==> src/hw/rtl/can_tx_ring_queue_mailbox_unit_assert.svh <==
// ----------------------------------------------------------------------------
// CAN transmit queue assertion macros
// Shared concurrent assertion forms, clocked on clk_i, quiet during reset.
// ----------------------------------------------------------------------------
`ifndef CAN_TX_RING_QUEUE_MAILBOX_UNIT_ASSERT_SVH
`define CAN_TX_RING_QUEUE_MAILBOX_UNIT_ASSERT_SVH

// Same-cycle implication
`define CTXQ_ASSERT(lbl, ante, cons) \
  lbl: assert property (@(posedge clk_i) disable iff (!rst_ni) (ante) |-> (cons)) \
    else $error("ctxq assertion failed");

// Next-cycle implication
`define CTXQ_ASSERT_NEXT(lbl, ante, cons) \
  lbl: assert property (@(posedge clk_i) disable iff (!rst_ni) (ante) |=> (cons)) \
    else $error("ctxq assertion failed");

`endif

==> src/hw/rtl/ctxq_pkg.sv <==
// ----------------------------------------------------------------------------
// ctxq_pkg
// Types, constants and ring helpers for the CAN transmit queue.
// ----------------------------------------------------------------------------
package ctxq_pkg;

  localparam int unsigned QUEUE_DEPTH = 64;
  localparam int unsigned PTR_W       = $clog2(QUEUE_DEPTH);
  localparam int unsigned QCNT_W      = 6;
  localparam int unsigned ID_SHIFT    = 21;
  localparam logic [31:0] REQUEST_BIT = 32'h0000_0001;

  // Request codes on req_type
  localparam logic [1:0] REQ_ENQUEUE = 2'd0;
  localparam logic [1:0] REQ_MB_FREE = 2'd1;
  localparam logic [1:0] REQ_CLEAR   = 2'd2;

  typedef logic [PTR_W-1:0] ptr_t;

  typedef enum logic [1:0] {
    OP_PUSH,
    OP_SEND,
    OP_CLEAR,
    OP_NOP
  } ctxq_op_e;

  // Classified request handed from front to back
  typedef struct packed {
    ctxq_op_e    op;
    logic        mailbox_free;
    logic [10:0] msg_id;
    logic [3:0]  msg_length;
    logic [31:0] data_high;
    logic [31:0] data_low;
  } ctxq_cmd_t;

  // One ring entry as stored in RAM
  typedef struct packed {
    logic [10:0] msg_id;
    logic [3:0]  msg_length;
    logic [31:0] data_high;
    logic [31:0] data_low;
  } ctxq_entry_t;

  localparam int unsigned ENTRY_W = $bits(ctxq_entry_t);

  // Result bundle from back to top level
  typedef struct packed {
    logic              done;
    logic              accepted;
    logic              sent;
    logic [31:0]       id_word;
    logic [3:0]        dlc;
    logic [31:0]       data_low;
    logic [31:0]       data_high;
    logic [QCNT_W-1:0] count;
  } ctxq_result_t;

  // Next ring position
  function automatic ptr_t ptr_inc(ptr_t p);
    ptr_t r;
    if (p == ptr_t'(QUEUE_DEPTH - 1)) begin
      r = '0;
    end else begin
      r = p + ptr_t'(1);
    end
    return r;
  endfunction

  // Occupancy from tail and head
  function automatic ptr_t ring_cnt(ptr_t t, ptr_t h);
    logic [PTR_W:0] s;
    s = {1'b0, t} + (PTR_W + 1)'(QUEUE_DEPTH) - {1'b0, h};
    if (s >= (PTR_W + 1)'(QUEUE_DEPTH)) begin
      s = s - (PTR_W + 1)'(QUEUE_DEPTH);
    end
    return ptr_t'(s);
  endfunction

endpackage

==> src/hw/rtl/ctxq_front.sv <==
// ----------------------------------------------------------------------------
// ctxq_front
// Takes requests, decodes req_type and holds them in a two-entry queue.
// ----------------------------------------------------------------------------
module ctxq_front import ctxq_pkg::*; (
  input  logic        clk_i,
  input  logic        rst_ni,
  input  logic        start,
  output logic        busy,
  input  logic [1:0]  req_type_i,
  input  logic        mailbox_free_i,
  input  logic [10:0] msg_id_i,
  input  logic [3:0]  msg_length_i,
  input  logic [31:0] data_word_low_i,
  input  logic [31:0] data_word_high_i,
  output logic        cmd_valid_o,
  input  logic        cmd_ready_i,
  output ctxq_cmd_t   cmd_o
);

  ctxq_cmd_t  store_q [2];
  logic       wr_ptr_q, wr_ptr_d;
  logic       rd_ptr_q, rd_ptr_d;
  logic [1:0] fill_q, fill_d;
  logic       push, pop;
  ctxq_cmd_t  cmd_in;

  // Decode the request code
  always_comb begin
    cmd_in.mailbox_free = mailbox_free_i;
    cmd_in.msg_id       = msg_id_i;
    cmd_in.msg_length   = msg_length_i;
    cmd_in.data_high    = data_word_high_i;
    cmd_in.data_low     = data_word_low_i;
    unique case (req_type_i)
      REQ_ENQUEUE: cmd_in.op = OP_PUSH;
      REQ_MB_FREE: cmd_in.op = OP_SEND;
      REQ_CLEAR:   cmd_in.op = OP_CLEAR;
      default:     cmd_in.op = OP_NOP;
    endcase
  end

  assign busy        = (fill_q == 2'd2);
  assign push        = start && !busy;
  assign cmd_valid_o = (fill_q != 2'd0);
  assign pop         = cmd_valid_o && cmd_ready_i;
  assign cmd_o       = store_q[rd_ptr_q];

  // Pointer and fill update
  always_comb begin
    wr_ptr_d = push ? !wr_ptr_q : wr_ptr_q;
    rd_ptr_d = pop ? !rd_ptr_q : rd_ptr_q;
    fill_d   = fill_q + {1'b0, push} - {1'b0, pop};
  end

  always_ff @(posedge clk_i or negedge rst_ni) begin
    if (!rst_ni) begin
      wr_ptr_q <= 1'b0;
      rd_ptr_q <= 1'b0;
      fill_q   <= 2'd0;
    end else begin
      wr_ptr_q <= wr_ptr_d;
      rd_ptr_q <= rd_ptr_d;
      fill_q   <= fill_d;
    end
  end

  // Queue storage, no reset
  always_ff @(posedge clk_i) begin
    if (push) begin
      store_q[wr_ptr_q] <= cmd_in;
    end
  end

endmodule

==> config.mk <==
export PLATFORM = sky130hd
export DESIGN_NAME = ctxq_front
export DESIGN_NICKNAME = d
export VERILOG_FILES = /design/src/hw/rtl/can_tx_ring_queue_mailbox_unit_assert.svh /design/src/hw/rtl/ctxq_pkg.sv /design/src/hw/rtl/ctxq_front.sv
export SDC_FILE = /design/constraint.sdc
export NUM_CORES = 1
export LEC_CHECK = 0
export BUFFER_PORTS_ARGS = -buffer_cell sky130_fd_sc_hd__buf_2
export CAP_MARGIN = 10
export CORE_MARGIN = 1.5
export CORE_UTILIZATION = 54
export CTS_BUF_LIST = sky130_fd_sc_hd__clkbuf_4
export CTS_CLUSTER_DIAMETER = 200
export DETAILED_ROUTE_END_ITERATION = 8
export PLACE_DENSITY_LB_ADDON = 0.2
export SYNTH_ARGS = -nofsm -noshare
export SYNTH_HDL_FRONTEND = slang
export SYNTH_SLANG_ARGS = --single-unit
==> constraint.sdc <==
create_clock -name clk_i -period 6.2 [get_ports clk_i]
set_input_delay 0.31 -clock clk_i [delete_from_list [all_inputs] [get_ports clk_i]]
set_output_delay 0.31 -clock clk_i [all_outputs]
set_load 0.02 [all_outputs]
==> metrics <==
largest area contributor in the netlist=edfxtp_1; num ports=170; combinational family with the most area after synthesis=multiplexers; top post-synthesis cells by count=164 x edfxtp_1, 70 x mux2_4, 12 x mux2_2, 7 x buf_12, 4 x dfrtp_1; pins over their slew limit=0; Synth Area in Compound Gates=0; Area contributors post-synth=edfxtp_1 76%, mux2_4 16%, buf_12 2.2%; Worst-path clk slew=130 ps; final instance area=0.00845 mm2; vias=3378; Std-Cell Rows=39; Fmax=roughly 0.32 GHz; r2r setup slk=3590 ps; Switching Fraction=0.336; Setup CP Type=reg2out; fraction of layout cells with a size suffix above 1=0.520; Netlist cell types=18; clock share of power=0.153; Final period util=0.502; Avg Synthesized Cell Area=~24 um2; first-pass detailed-route iteration total=6; core area=0.0116 mm2; RSZ-0062 raised after global routing=false; P_sw=approximately 1.2 mW; Detailed Route WL=11.1 mm; WP data arrival=2810 ps; first-pass GRT wire length=approximately 17 mm; asr flop ratio synth=0.0238; Worst Path Max Fanout=43; final net count=~630; Critical path buffers and inverters=2; power share of the combinational group=0.376; CTS tree=done; Hold Crit Class=in2async; Vias/cell=4.87; Overflow after GRT=0; RD Place Congestion=0.684; TNS Setup=0 ps; Worst Path Required=5890 ps; CP Capture Type=output pin; simple-gate share of the synthesized area=0.00502; min Tclk post-route=just over 3000 ps; pin count of the biggest net entering global routing=83; internal power=2.39 mW; Ys Warns=0; Final Total Pwr=3.60 mW; post-synthesis cell count=approximately 280; Primary FF master, synth=edfxtp_1; antenna violations before repair=0; hold slack=78.6 ps; WL/cell=16.0 um; P&R area growth vs syn=30.5%; antenna cells=0; global-route usage over all layers=0.185; CP peak stage delay=between 900 and 1000 ps; Hold Vio Cnt, Final=0; worst-skew pair later-pin latency=550 ps; count leader, synth=edfxtp_1; initial core utilization=0.560; PortBufs=169; reg2reg path depth=4; Adder-Cell Fraction of Synth Area=0.00386; Synth Area in XOR/XNOR=0.00541; number of global-route vias before repair=approximately 3600; quantity of gates resized following cts=0; post-route ant nets=0; number of remaining DRC errors=12; Max VDD drop=0.270 mV; Die W=113 um; sequential fraction of the synthesis area=0.776; Core Util, Final=0.730; CTS HTree Levels=4; Seq pwr share=0.471; Post-synth EDFFs=164; Detailed Place HPWL=between 6 and 7 mm; flops & latches, synth=168; delay-heaviest family, CP=flip-flops; violated checks=DRC; Synth Net Count=363; Worst Tran Pin Value=approximately 1100 ps; critical path, cell by cell=buf_4 > mux2_2 > buf_2; DIE HEIGHT=113 um; Syn Std Cell Area=0.00647 mm2; multiplexer share of the synthesized area=0.183; Num CTS Buffers=17; P per Cell Area=426 mW/mm2; setup violators final=0; deepest clock path buffer count=2; clk sink count=168; LEAKAGE=3.40 nW; slowest CP cell=dfrtp_4; Root Driver=clkbuf_4; FF-to-FF End=store_q[0][14]; startpoint of the worst-slack reg-to-reg timing path=fill_q[1]; die area=~0.013 mm2; # fillers=685; First DRT Iteration DRCs=178; CP Launch Type=flop; Critical Path Source=rd_ptr_q; Max-cap violations=0; Slew HR=0.242; status=finished with violations; area share of the largest cell type after synthesis=0.761; Worst Skew=13.9 ps; area post-placement=0.00737 mm2
==> cell usage in the layout, fill, tap and decap left out, types with 3 or more instances in the layout <==
cell type / count
clkinv_2: 4
dfrtp_1: 3
dlygate4sd3_1: 83
clkinvlp_4: 3
clkbuf_4: 19
xnor2_1: 3
mux2_4: 70
mux2_2: 12
edfxtp_1: 164
buf_2: 169
==> power by group through the flow <==
stage	Clock, mW	Sequential (mW)	Combinational [mW]
finish	0.551	1.69	1.35
detailed placement	0	1.73	1.33
global placement	0	1.71	1.32
CTS	0.572	1.70	1.37
global route	0.617	1.73	1.44
floorplan	0	1.65	1.13
==> worst max path at each step <==
stage / to / cells after the start
global placement: store_q[0][66] / 4
floorplan: store_q[0][0] / 3
detailed placement: store_q[0][69] / 4
finish: cmd_o[72] / 3
CTS: cmd_o[75] / 3
global route: cmd_o[77] / 3
==> logic make-up after synthesis <==
group         Yosys count
xor+xnor                4
fa+ha+maj               2
buf+inv                13
flops                 168
mux                    82
simple gates            6
==> layout make-up <==
type,count,area [um2],share of cell area
multi-input cells,94,1290,0.153
flip-flops and latches,168,5030,0.595
well taps,143,179,0.0212
clock buffers,19,143,0.0169
clock inverters,13,106,0.0126
inverters,2,7.51,0.000889
repair buffers,254,1690,0.200
==> layer usage <==
layer	global-route usage	share of wire	routed length [um]	up-vias
met1	0.214	0.41	4480	1620
met4	0.0802	0.018	194	0
met5	0	0	0	-
met2	0.316	0.51	5680	121
li1	-	-	-	1616
met3	0.0648	0.063	702	21
==> worst reg2reg max path, stage by stage (launching register included) <==
cell and delay, ps:
dfrtp_1 420, nand2b_1 120, nand2_1 140, nor2_4 880, buf_4 660
==> per-stage QoR <==
step / std cells / setup WS, ps
floorplan: 275 / 1670
global placement: 578 / 3570
detailed placement: 578 / 3560
CTS: 693 / 2970
global route: 693 / 2880
finish: 693 / 3080
==> timing repair <==
item                                   in CTS  in global routing
hold buffers                               83                  0
endpoints found under the hold margin     168                  0
setup buffers                               0                  0
==> flip-flops by register name, indices dropped and copies added (netlist names) <==
signal    cells
rd_ptr_q      1
store_q     164
wr_ptr_q      1
fill_q        2
(Power assumes the default switching activity.)
